**config.mk**
```make
export PLATFORM = sky130hd
export DESIGN_NAME = feistel_sbox_cipher_integral_sum
export DESIGN_NICKNAME = d
export VERILOG_FILES = /design/src/design/fsc_pkg.sv /design/src/design/fsc_round_pipe.sv /design/src/design/fsc_queue.sv /design/src/design/fsc_accum.sv /design/src/design/feistel_sbox_cipher_integral_sum.sv
export SDC_FILE = /design/constraint.sdc
export NUM_CORES = 1
export LEC_CHECK = 0
export BUFFER_PORTS_ARGS = -buffer_cell sky130_fd_sc_hd__buf_4
export CORE_ASPECT_RATIO = 0.6
export CORE_MARGIN = 2
export CORE_UTILIZATION = 50
export DETAILED_ROUTE_END_ITERATION = 10
export PLACE_DENSITY = 0.79
export SETUP_SLACK_MARGIN = 0.15
export SLEW_MARGIN = 20
export SYNTH_ARGS = -nofsm -noshare
export SYNTH_HDL_FRONTEND = slang
export SYNTH_HIERARCHICAL = 1
export SYNTH_SLANG_ARGS = --single-unit
```
**constraint.sdc**
```tcl
create_clock -name clk -period 13.8 [get_ports clk]
set_input_delay 2.07 -clock clk [delete_from_list [all_inputs] [get_ports clk]]
set_output_delay 2.07 -clock clk [all_outputs]
set_load 0.01 [all_outputs]
```
**src/design/fsc_pkg.sv**
```systemverilog
// Shared types, constants and round function for the Feistel S-box cipher block.
// Used by every module of the block; depends on nothing else.
`default_nettype none

package fsc_pkg;

  // Cipher geometry
  localparam int HALF_W          = 16;
  localparam int KEY_BANK_W      = 64;
  localparam int ROUND_COUNT_DEF = 9;

  // Configuration port
  localparam int CFG_INDEX_W = 2;
  localparam int CFG_DATA_W  = KEY_BANK_W;
  localparam logic [CFG_INDEX_W-1:0] CFG_KEYS_1_TO_4 = 2'd0;
  localparam logic [CFG_INDEX_W-1:0] CFG_KEYS_5_TO_8 = 2'd1;
  localparam logic [CFG_INDEX_W-1:0] CFG_KEY_9       = 2'd2;

  // Queue between round pipeline and accumulator
  localparam int QUEUE_DEPTH = 4;
  localparam int QUEUE_PTR_W = $clog2(QUEUE_DEPTH);
  localparam int QUEUE_CNT_W = $clog2(QUEUE_DEPTH + 1);

  // 4-bit S-box
  localparam logic [3:0] SBOX [16] = '{
    4'hc, 4'h5, 4'h6, 4'hb, 4'h9, 4'h0, 4'ha, 4'hd,
    4'h3, 4'he, 4'hf, 4'h8, 4'h4, 4'h7, 4'h1, 4'h2
  };

  // Destination of permutation input i, where input i is bit 15-i of the S-box word
  localparam logic [3:0] PERM_DEST [16] = '{
    4'd4, 4'd13, 4'd9, 4'd3, 4'd7, 4'd8, 4'd2, 4'd15,
    4'd12, 4'd1, 4'd6, 4'd11, 4'd0, 4'd14, 4'd10, 4'd5
  };

  // Item moving through the pipeline and the queue
  typedef struct packed {
    logic [HALF_W-1:0] left;
    logic [HALF_W-1:0] right;
    logic              first;
    logic              last;
  } fsc_item_t;

  // Queue status seen by the producer and consumer
  typedef struct packed {
    logic full;
    logic empty;
  } fsc_queue_status_t;

  // Round function: S-box layer followed by bit permutation
  function automatic logic [HALF_W-1:0] round_fn(input logic [HALF_W-1:0] x);
    logic [HALF_W-1:0] w;
    logic [HALF_W-1:0] z;
    for (int i = 0; i < 4; i++) begin
      w[4*i +: 4] = SBOX[x[4*i +: 4]];
    end
    z = '0;
    for (int i = 0; i < HALF_W; i++) begin
      z[PERM_DEST[i]] = w[HALF_W-1-i];
    end
    return z;
  endfunction

  // Select the subkey of a round (rounds counted from one)
  function automatic logic [HALF_W-1:0] subkey_of(
    input int unsigned             rnd,
    input logic [KEY_BANK_W-1:0]   keys_1_to_4,
    input logic [KEY_BANK_W-1:0]   keys_5_to_8,
    input logic [HALF_W-1:0]       key_9
  );
    logic [HALF_W-1:0] k;
    if (rnd >= 1 && rnd <= 4) begin
      k = keys_1_to_4[HALF_W*(rnd-1) +: HALF_W];
    end else if (rnd >= 5 && rnd <= 8) begin
      k = keys_5_to_8[HALF_W*(rnd-5) +: HALF_W];
    end else begin
      k = key_9;
    end
    return k;
  endfunction

endpackage

`default_nettype wire

```
**src/design/fsc_round_pipe.sv**
```systemverilog
// Front part: accepts plaintexts and runs one Feistel round per pipeline stage.
// Depends on fsc_pkg; pushes finished ciphertexts into fsc_queue.
`default_nettype none

module fsc_round_pipe #(
  parameter int ROUND_COUNT = fsc_pkg::ROUND_COUNT_DEF
) (
  input  wire logic                            clk,
  input  wire logic                            rst_n,
  input  wire logic                            in_valid,
  output logic                                 in_stall,
  input  wire fsc_pkg::fsc_item_t              in_item,
  input  wire logic [fsc_pkg::KEY_BANK_W-1:0]  keys_1_to_4,
  input  wire logic [fsc_pkg::KEY_BANK_W-1:0]  keys_5_to_8,
  input  wire logic [fsc_pkg::HALF_W-1:0]      key_9,
  input  wire fsc_pkg::fsc_queue_status_t      q_status,
  output logic                                 q_push,
  output fsc_pkg::fsc_item_t                   q_item
);

  fsc_pkg::fsc_item_t st_r   [ROUND_COUNT];
  logic               vld_r  [ROUND_COUNT];
  fsc_pkg::fsc_item_t st_in  [ROUND_COUNT];
  fsc_pkg::fsc_item_t st_nxt [ROUND_COUNT];
  logic               adv;

  // Advance the whole pipeline unless the last stage is blocked by a full queue
  assign adv      = !(vld_r[ROUND_COUNT-1] && q_status.full);
  assign in_stall = !adv;
  assign q_push   = vld_r[ROUND_COUNT-1] && !q_status.full;
  assign q_item   = st_r[ROUND_COUNT-1];

  // One Feistel round per stage
  for (genvar g = 0; g < ROUND_COUNT; g++) begin : g_round
    logic [fsc_pkg::HALF_W-1:0] key;
    logic [fsc_pkg::HALF_W-1:0] f;

    if (g == 0) begin : g_head
      assign st_in[g] = in_item;
    end else begin : g_body
      assign st_in[g] = st_r[g-1];
    end

    assign key = fsc_pkg::subkey_of(g + 1, keys_1_to_4, keys_5_to_8, key_9);
    assign f   = fsc_pkg::round_fn(st_in[g].right ^ key);

    always_comb begin
      st_nxt[g]       = st_in[g];
      st_nxt[g].left  = st_in[g].right;
      st_nxt[g].right = st_in[g].left ^ f;
    end
  end

  // Hold valid flags; clear on reset
  always_ff @(posedge clk) begin
    if (!rst_n) begin
      for (int k = 0; k < ROUND_COUNT; k++) begin
        vld_r[k] <= 1'b0;
      end
    end else if (adv) begin
      vld_r[0] <= in_valid;
      for (int k = 1; k < ROUND_COUNT; k++) begin
        vld_r[k] <= vld_r[k-1];
      end
    end
  end

  // Advance payload
  always_ff @(posedge clk) begin
    if (adv) begin
      for (int k = 0; k < ROUND_COUNT; k++) begin
        st_r[k] <= st_nxt[k];
      end
    end
  end

endmodule

`default_nettype wire

```
**src/design/fsc_queue.sv**
```systemverilog
// Short queue that decouples the round pipeline from the accumulator stage.
// Depends on fsc_pkg for the item type and depth.
`default_nettype none

module fsc_queue (
  input  wire logic                       clk,
  input  wire logic                       rst_n,
  input  wire logic                       push,
  input  wire fsc_pkg::fsc_item_t         push_item,
  input  wire logic                       pop,
  output fsc_pkg::fsc_item_t              pop_item,
  output fsc_pkg::fsc_queue_status_t      status
);

  fsc_pkg::fsc_item_t                  mem_r [fsc_pkg::QUEUE_DEPTH];
  logic [fsc_pkg::QUEUE_PTR_W-1:0]     wr_ptr_r;
  logic [fsc_pkg::QUEUE_PTR_W-1:0]     rd_ptr_r;
  logic [fsc_pkg::QUEUE_CNT_W-1:0]     cnt_r;
  logic [fsc_pkg::QUEUE_CNT_W-1:0]     cnt_nxt;

  assign status.full  = (cnt_r == fsc_pkg::QUEUE_CNT_W'(fsc_pkg::QUEUE_DEPTH));
  assign status.empty = (cnt_r == '0);
  assign pop_item     = mem_r[rd_ptr_r];

  always_comb begin
    cnt_nxt = cnt_r;
    if (push && !pop) begin
      cnt_nxt = cnt_r + 1'b1;
    end else if (pop && !push) begin
      cnt_nxt = cnt_r - 1'b1;
    end
  end

  // Advance pointers and count
  always_ff @(posedge clk) begin
    if (!rst_n) begin
      wr_ptr_r <= '0;
      rd_ptr_r <= '0;
      cnt_r    <= '0;
    end else begin
      if (push) begin
        wr_ptr_r <= wr_ptr_r + 1'b1;
      end
      if (pop) begin
        rd_ptr_r <= rd_ptr_r + 1'b1;
      end
      cnt_r <= cnt_nxt;
    end
  end

  // Store entries
  always_ff @(posedge clk) begin
    if (push) begin
      mem_r[wr_ptr_r] <= push_item;
    end
  end

endmodule

`default_nettype wire

```
**src/design/fsc_accum.sv**
```systemverilog
// Back part: folds ciphertexts into the running XOR sums and sticky ORs,
// and holds the result register. Depends on fsc_pkg.
`default_nettype none

module fsc_accum (
  input  wire logic                        clk,
  input  wire logic                        rst_n,
  input  wire fsc_pkg::fsc_queue_status_t  q_status,
  input  wire fsc_pkg::fsc_item_t          q_item,
  output logic                             q_pop,
  output logic                             out_valid,
  input  wire logic                        out_stall,
  output logic [fsc_pkg::HALF_W-1:0]       out_cipher_left,
  output logic [fsc_pkg::HALF_W-1:0]       out_cipher_right,
  output logic [fsc_pkg::HALF_W-1:0]       out_xor_sum_left_out,
  output logic [fsc_pkg::HALF_W-1:0]       out_xor_sum_right_out,
  output logic [fsc_pkg::HALF_W-1:0]       out_sticky_left_out,
  output logic [fsc_pkg::HALF_W-1:0]       out_sticky_right_out
);

  logic                        out_valid_r;
  logic [fsc_pkg::HALF_W-1:0]  xsum_l_r, xsum_r_r, stk_l_r, stk_r_r;
  logic [fsc_pkg::HALF_W-1:0]  xsum_l_nxt, xsum_r_nxt, stk_l_nxt, stk_r_nxt;
  logic [fsc_pkg::HALF_W-1:0]  cl_r, cr_r;

  // Take the next item when the result register is free or being drained
  assign q_pop = !q_status.empty && (!out_valid_r || !out_stall);

  // Clear sums on first of set, fold this item in, OR into sticky on last of set
  always_comb begin
    xsum_l_nxt = (q_item.first ? '0 : xsum_l_r) ^ q_item.left;
    xsum_r_nxt = (q_item.first ? '0 : xsum_r_r) ^ q_item.right;
    stk_l_nxt  = q_item.last ? (stk_l_r | xsum_l_nxt) : stk_l_r;
    stk_r_nxt  = q_item.last ? (stk_r_r | xsum_r_nxt) : stk_r_r;
  end

  // Hold accumulators and result valid
  always_ff @(posedge clk) begin
    if (!rst_n) begin
      out_valid_r <= 1'b0;
      xsum_l_r    <= '0;
      xsum_r_r    <= '0;
      stk_l_r     <= '0;
      stk_r_r     <= '0;
    end else begin
      if (q_pop) begin
        out_valid_r <= 1'b1;
        xsum_l_r    <= xsum_l_nxt;
        xsum_r_r    <= xsum_r_nxt;
        stk_l_r     <= stk_l_nxt;
        stk_r_r     <= stk_r_nxt;
      end else if (!out_stall) begin
        out_valid_r <= 1'b0;
      end
    end
  end

  // Load ciphertext into the result register
  always_ff @(posedge clk) begin
    if (q_pop) begin
      cl_r <= q_item.left;
      cr_r <= q_item.right;
    end
  end

  assign out_valid             = out_valid_r;
  assign out_cipher_left       = cl_r;
  assign out_cipher_right      = cr_r;
  assign out_xor_sum_left_out  = xsum_l_r;
  assign out_xor_sum_right_out = xsum_r_r;
  assign out_sticky_left_out   = stk_l_r;
  assign out_sticky_right_out  = stk_r_r;

endmodule

`default_nettype wire

```
**src/design/feistel_sbox_cipher_integral_sum.sv**
```systemverilog
// Top level: Feistel S-box cipher with integral XOR-sum check.
// Holds the round-key registers; instantiates fsc_round_pipe, fsc_queue, fsc_accum.
//
// Usage:
//   Input channel (in_valid / in_stall): one plaintext as two 16-bit halves plus
//   first/last-of-set flags; a transfer happens when in_valid is high and
//   in_stall is low.
//   Result channel (out_valid / out_stall): ciphertext halves, the running XOR
//   sums including this item and the sticky ORs over completed sets.
//   Configuration: cfg_wr_en writes cfg_wdata to the key register chosen by
//   cfg_index (0: rounds 1-4, 1: rounds 5-8, 2: round 9); write only while idle.
// Path from input transfer to out_valid: the transferring edge loads the first round
// stage, each further round has its own stage, then the item passes through the queue
// and the result register.
// Throughput: one item per cycle while in_stall is low; each round has its own stage.
// Reset (rst_n low, synchronous) clears keys, sums, sticky accumulators and all
// valid flags.
// When the receiver stalls, the result register holds, the four-entry queue
// fills, then the round pipeline freezes and in_stall rises.
`default_nettype none

module feistel_sbox_cipher_integral_sum #(
  parameter int ROUND_COUNT = fsc_pkg::ROUND_COUNT_DEF
) (
  input  wire logic                              clk,
  input  wire logic                              rst_n,
  // Configuration
  input  wire logic                              cfg_wr_en,
  input  wire logic [fsc_pkg::CFG_INDEX_W-1:0]   cfg_index,
  input  wire logic [fsc_pkg::CFG_DATA_W-1:0]    cfg_wdata,
  // Input channel
  input  wire logic                              in_valid,
  output logic                                   in_stall,
  input  wire logic [fsc_pkg::HALF_W-1:0]        in_plain_left,
  input  wire logic [fsc_pkg::HALF_W-1:0]        in_plain_right,
  input  wire logic                              in_first_of_set,
  input  wire logic                              in_last_of_set,
  // Result channel
  output logic                                   out_valid,
  input  wire logic                              out_stall,
  output logic [fsc_pkg::HALF_W-1:0]             out_cipher_left,
  output logic [fsc_pkg::HALF_W-1:0]             out_cipher_right,
  output logic [fsc_pkg::HALF_W-1:0]             out_xor_sum_left_out,
  output logic [fsc_pkg::HALF_W-1:0]             out_xor_sum_right_out,
  output logic [fsc_pkg::HALF_W-1:0]             out_sticky_left_out,
  output logic [fsc_pkg::HALF_W-1:0]             out_sticky_right_out
);

  logic [fsc_pkg::KEY_BANK_W-1:0]  keys_1_to_4_r;
  logic [fsc_pkg::KEY_BANK_W-1:0]  keys_5_to_8_r;
  logic [fsc_pkg::HALF_W-1:0]      key_9_r;

  fsc_pkg::fsc_item_t              in_item;
  fsc_pkg::fsc_item_t              push_item;
  fsc_pkg::fsc_item_t              pop_item;
  fsc_pkg::fsc_queue_status_t      q_status;
  logic                            q_push;
  logic                            q_pop;

  // Write key registers; other indexes are dropped
  always_ff @(posedge clk) begin
    if (!rst_n) begin
      keys_1_to_4_r <= '0;
      keys_5_to_8_r <= '0;
      key_9_r       <= '0;
    end else if (cfg_wr_en) begin
      unique case (cfg_index)
        fsc_pkg::CFG_KEYS_1_TO_4: keys_1_to_4_r <= cfg_wdata;
        fsc_pkg::CFG_KEYS_5_TO_8: keys_5_to_8_r <= cfg_wdata;
        fsc_pkg::CFG_KEY_9:       key_9_r       <= cfg_wdata[fsc_pkg::HALF_W-1:0];
        default: ;
      endcase
    end
  end

  // Pack the input fields
  always_comb begin
    in_item.left  = in_plain_left;
    in_item.right = in_plain_right;
    in_item.first = in_first_of_set;
    in_item.last  = in_last_of_set;
  end

  fsc_round_pipe #(
    .ROUND_COUNT (ROUND_COUNT)
  ) u_round_pipe (
    .clk         (clk),
    .rst_n       (rst_n),
    .in_valid    (in_valid),
    .in_stall    (in_stall),
    .in_item     (in_item),
    .keys_1_to_4 (keys_1_to_4_r),
    .keys_5_to_8 (keys_5_to_8_r),
    .key_9       (key_9_r),
    .q_status    (q_status),
    .q_push      (q_push),
    .q_item      (push_item)
  );

  fsc_queue u_queue (
    .clk       (clk),
    .rst_n     (rst_n),
    .push      (q_push),
    .push_item (push_item),
    .pop       (q_pop),
    .pop_item  (pop_item),
    .status    (q_status)
  );

  fsc_accum u_accum (
    .clk                   (clk),
    .rst_n                 (rst_n),
    .q_status              (q_status),
    .q_item                (pop_item),
    .q_pop                 (q_pop),
    .out_valid             (out_valid),
    .out_stall             (out_stall),
    .out_cipher_left       (out_cipher_left),
    .out_cipher_right      (out_cipher_right),
    .out_xor_sum_left_out  (out_xor_sum_left_out),
    .out_xor_sum_right_out (out_xor_sum_right_out),
    .out_sticky_left_out   (out_sticky_left_out),
    .out_sticky_right_out  (out_sticky_right_out)
  );

endmodule

`default_nettype wire

```
==> reports/metrics.cfg <==
[status]
outcome=complete, no violations

[clocking]
h-tree-depth=3
cts_tree=built
cts-root-buf=clkbuf_16
cts_resized=0
clk_pin_slew_ns=0.06
insertion_delay_ns=0.62
cts_sinks=701
ctsHoldBuffers=0
cts_buffer_depth=3
numCtsBuffers=67
postCtsSetupRepairBufs=0

[finish]
drive_above_1_share_pct=18.9
stdcell_area_sq_um=37600
seq_area_sq_um=18900
layout.cells.non_filler=3570
nFillCells=5126
nets=2834
antenna_cells=0
multi_input_area_sq_um=13200
syn_to_final_growth_pct=13.1

[worst_setup_path]
reg2reg_depth=10
cp_slowest_cell=nand2_4
critPathTopFamily=simple AND/OR/NAND/NOR gates
cp.arrival_ns=2.33
crit_chain=nor3b_1 -> nand2_4 -> inv_1 -> buf_4
required_ns=11.73
cp_num_buf_inv=2
r2r-end=u_queue/cnt_r[2]
critPathKind=register to primary output
crit_fanout=59
critPathMaxStageDelay_ns=0.54
crit_path_end=in_stall
worst_setup_path_end_kind=primary output
r2r_slack_ns=10.55
crit_start=u_queue/cnt_r[2]
r2r_start=u_queue/cnt_r[0]
cp.depth=4
cp-start-kind=register

[drt]
drt_first_iter_violations=1820
drt-total-wl_mm=74.9
viasPerCell=5.53
vias=19700
wl_per_cell_um=21.0
ant_nets=0
wl_met3_mm=5.80
drt-met1-wl_mm=33.0
dr_wl_met2_mm=34.3
first_pass_iters=5
top_layer=met4
drc_errors=0

[die]
initial_core_util_pct=50.3
rows=73
io_pins=203
die_area_sq_um=68500
die_h_um=204
core_area_sq_um=65900
fp.dieW_um=337

[placed_design]
placed_cell_area_sq_um=35400
gp_congestion=0.843
pre_cts_ws_ns=9.45
hpwlAfterDp_mm=53.0
port_buffers=202
placed_cells=3446

[synthesis]
synth.avg_cell_area_sq_um=13.8
netlist.area_leader.share_pct=43.7
netlist_instances=2406
ys_top_cells_by_area=edfxtp_1, dfxtp_1, mux2i_1
synth_area_sq_um=33200
synth_edf_count=483
synth_compound_area_share_pct=4.53
muxShareOfSynthArea_pct=13.8
synthFlopType=edfxtp_1
synth_cell_type_count=49
yosysMostFrequentCell=edfxtp_1
synth_area_leader_cell=edfxtp_1
synthArstFlopShare_pct=0
synthSimpleGateAreaFrac_pct=5.57
ys_ff_latch=701
synth-adder-area-share_pct=4.32
ys_top_cells_by_count=edfxtp_1, nand2_1, mux2i_1
synth_fp_nets=2625
synth_warnings=6
synth-xor-area-share_pct=11.5
ys_seq_area_share_pct=56.8
synth_top_family_by_area=multiplexers

[timing]
min_period_ns=4.40
setup_ws_ns=9.40
tightest_slew_ns=1.09
relSlewSlack_pct=27.6
fin_skew_ns=0.0330
fin_tns_setup_ns=0
timing.final.max_slew_violations=0
finalSetupViolations=0
fmax_mhz=228
hold_viol_final=0
rsz0062_at_grt=false
min_period_over_period_pct=31.9

[power]
switchingPower_uw=3140
pwr-share-clk_pct=20.6
p_seq_share_pct=41.2
power_uw=8810
power_density_nw_per_um2=235
combPwrFrac_pct=38.2
peakVddDrop_mv=0.0964
power.share.switching_pct=35.6
p_leak_uw=0.0148
cell_internal_pwr_uw=5680

[grt]
grt_usage_pct=21.8
grt_pass1_vias=19800
grt_max_degree=178
overflow=0
antenna_found_initial=0
grt_pass1_wl_mm=114

[run]
cap_violations=0

[min_path]
holdCritPathClass=register to register
worstHoldStart=u_round_pipe/st_r[0][0]

[worst register-to-register path, delay by kind of cell, from the launching register on]
family | cells | cell delay [ns]
DFF | 1 | 0.36
AOI/OAI and AO/OA | 2 | 0.58
adders and majority gates | 2 | 0.59
xor gates and xnor gates | 1 | 0.16
buffers and inverters | 3 | 0.56
and+or+nand+nor | 2 | 0.92
[power groups by stage]
stage / Combinational [uW] / Sequential, uW / Clock [uW]
final: 3370 / 3630 / 1810
after floorplan: 2340 / 3510 / 0
after global routing: 3640 / 3690 / 1920
after CTS: 3330 / 3630 / 1850
after global placement: 3070 / 3640 / 0
after detailed placement: 3300 / 3660 / 0
[kinds of logic after synthesis]
logic type      after synthesis
compound gates              231
buf+inv                     216
flops                       701
mux                         353
simple gates                415
xor+xnor                    376
fa+ha+maj                   114
[cell usage in the layout (no fill, tap or decap), types with 27 or more instances in the layout]
| master | count |
|---|---|
| mux4_2 | 70 |
| nand3_1 | 27 |
| nand2_1 | 291 |
| edfxtp_1 | 483 |
| buf_4 | 216 |
| nor2b_1 | 34 |
| mux2_2 | 29 |
| o21ai_0 | 91 |
| xor2_1 | 123 |
| a32o_1 | 32 |
| mux2i_1 | 245 |
| xor2_2 | 44 |
| ha_1 | 113 |
| xnor2_1 | 189 |
| clkbuf_16 | 72 |
| dfxtp_1 | 217 |
| and2_1 | 41 |
| inv_1 | 119 |
[sequential cells by signal, indices dropped and copies added (netlist names), named ones only]
| register | count |
|---|---|
| u_round_pipe/st_r | 306 |
| u_accum/out_cipher_right | 16 |
| u_queue/mem_r | 136 |
| u_queue/cnt_r | 3 |
| keys_1_to_4_r | 64 |
| u_queue/wr_ptr_r | 2 |
| key_9_r | 16 |
| u_accum/out_sticky_left_out | 16 |
| u_accum/out_cipher_left | 16 |
| u_round_pipe/vld_r | 9 |
| u_accum/out_valid | 1 |
| u_accum/out_sticky_right_out | 16 |
| keys_5_to_8_r | 64 |
| u_accum/out_xor_sum_right_out | 16 |
| u_accum/out_xor_sum_left_out | 16 |
| u_queue/rd_ptr_r | 2 |
[routing by layer]
layer | vias up | track usage, %
met5 | - | 0
met3 | 136 | 4.68
met2 | 659 | 33.9
li1 | 9014 | -
met1 | 9937 | 31.0
met4 | 0 | 6.12
[final cells by class]
class	count	area share, %
clock buffer	99	5.28
clock inverter	25	0.496
inverter	138	1.39
multi-input combinational	1489	35.2
sequential	701	50.2
tap	900	3.00
timing repair buffer	218	4.41
[how the worst min path moves through the flow]
| stage | endpoint | depth (start not counted) |
|---|---|---|
| CTS | u_round_pipe/st_r[0][69] | 0 |
| global route | u_round_pipe/st_r[0][69] | 0 |
| finish | u_round_pipe/st_r[0][34] | 0 |
| detailed placement | u_round_pipe/st_r[0][69] | 0 |
| floorplan | u_round_pipe/st_r[0][102] | 0 |
| global placement | u_round_pipe/st_r[0][204] | 0 |
[stage by stage]
step | hold slack [ns] | utilization (%)
4_1_cts | 0.420 | 57.0
3_5_place_dp | 0.405 | 53.7
2_1_floorplan | 0.400 | -
5_1_grt | 0.422 | 57.0
6_report | 0.418 | 57.0
3_3_place_gp | 0.400 | 53.7
Note: power is estimated with default switching activity, not from simulation.
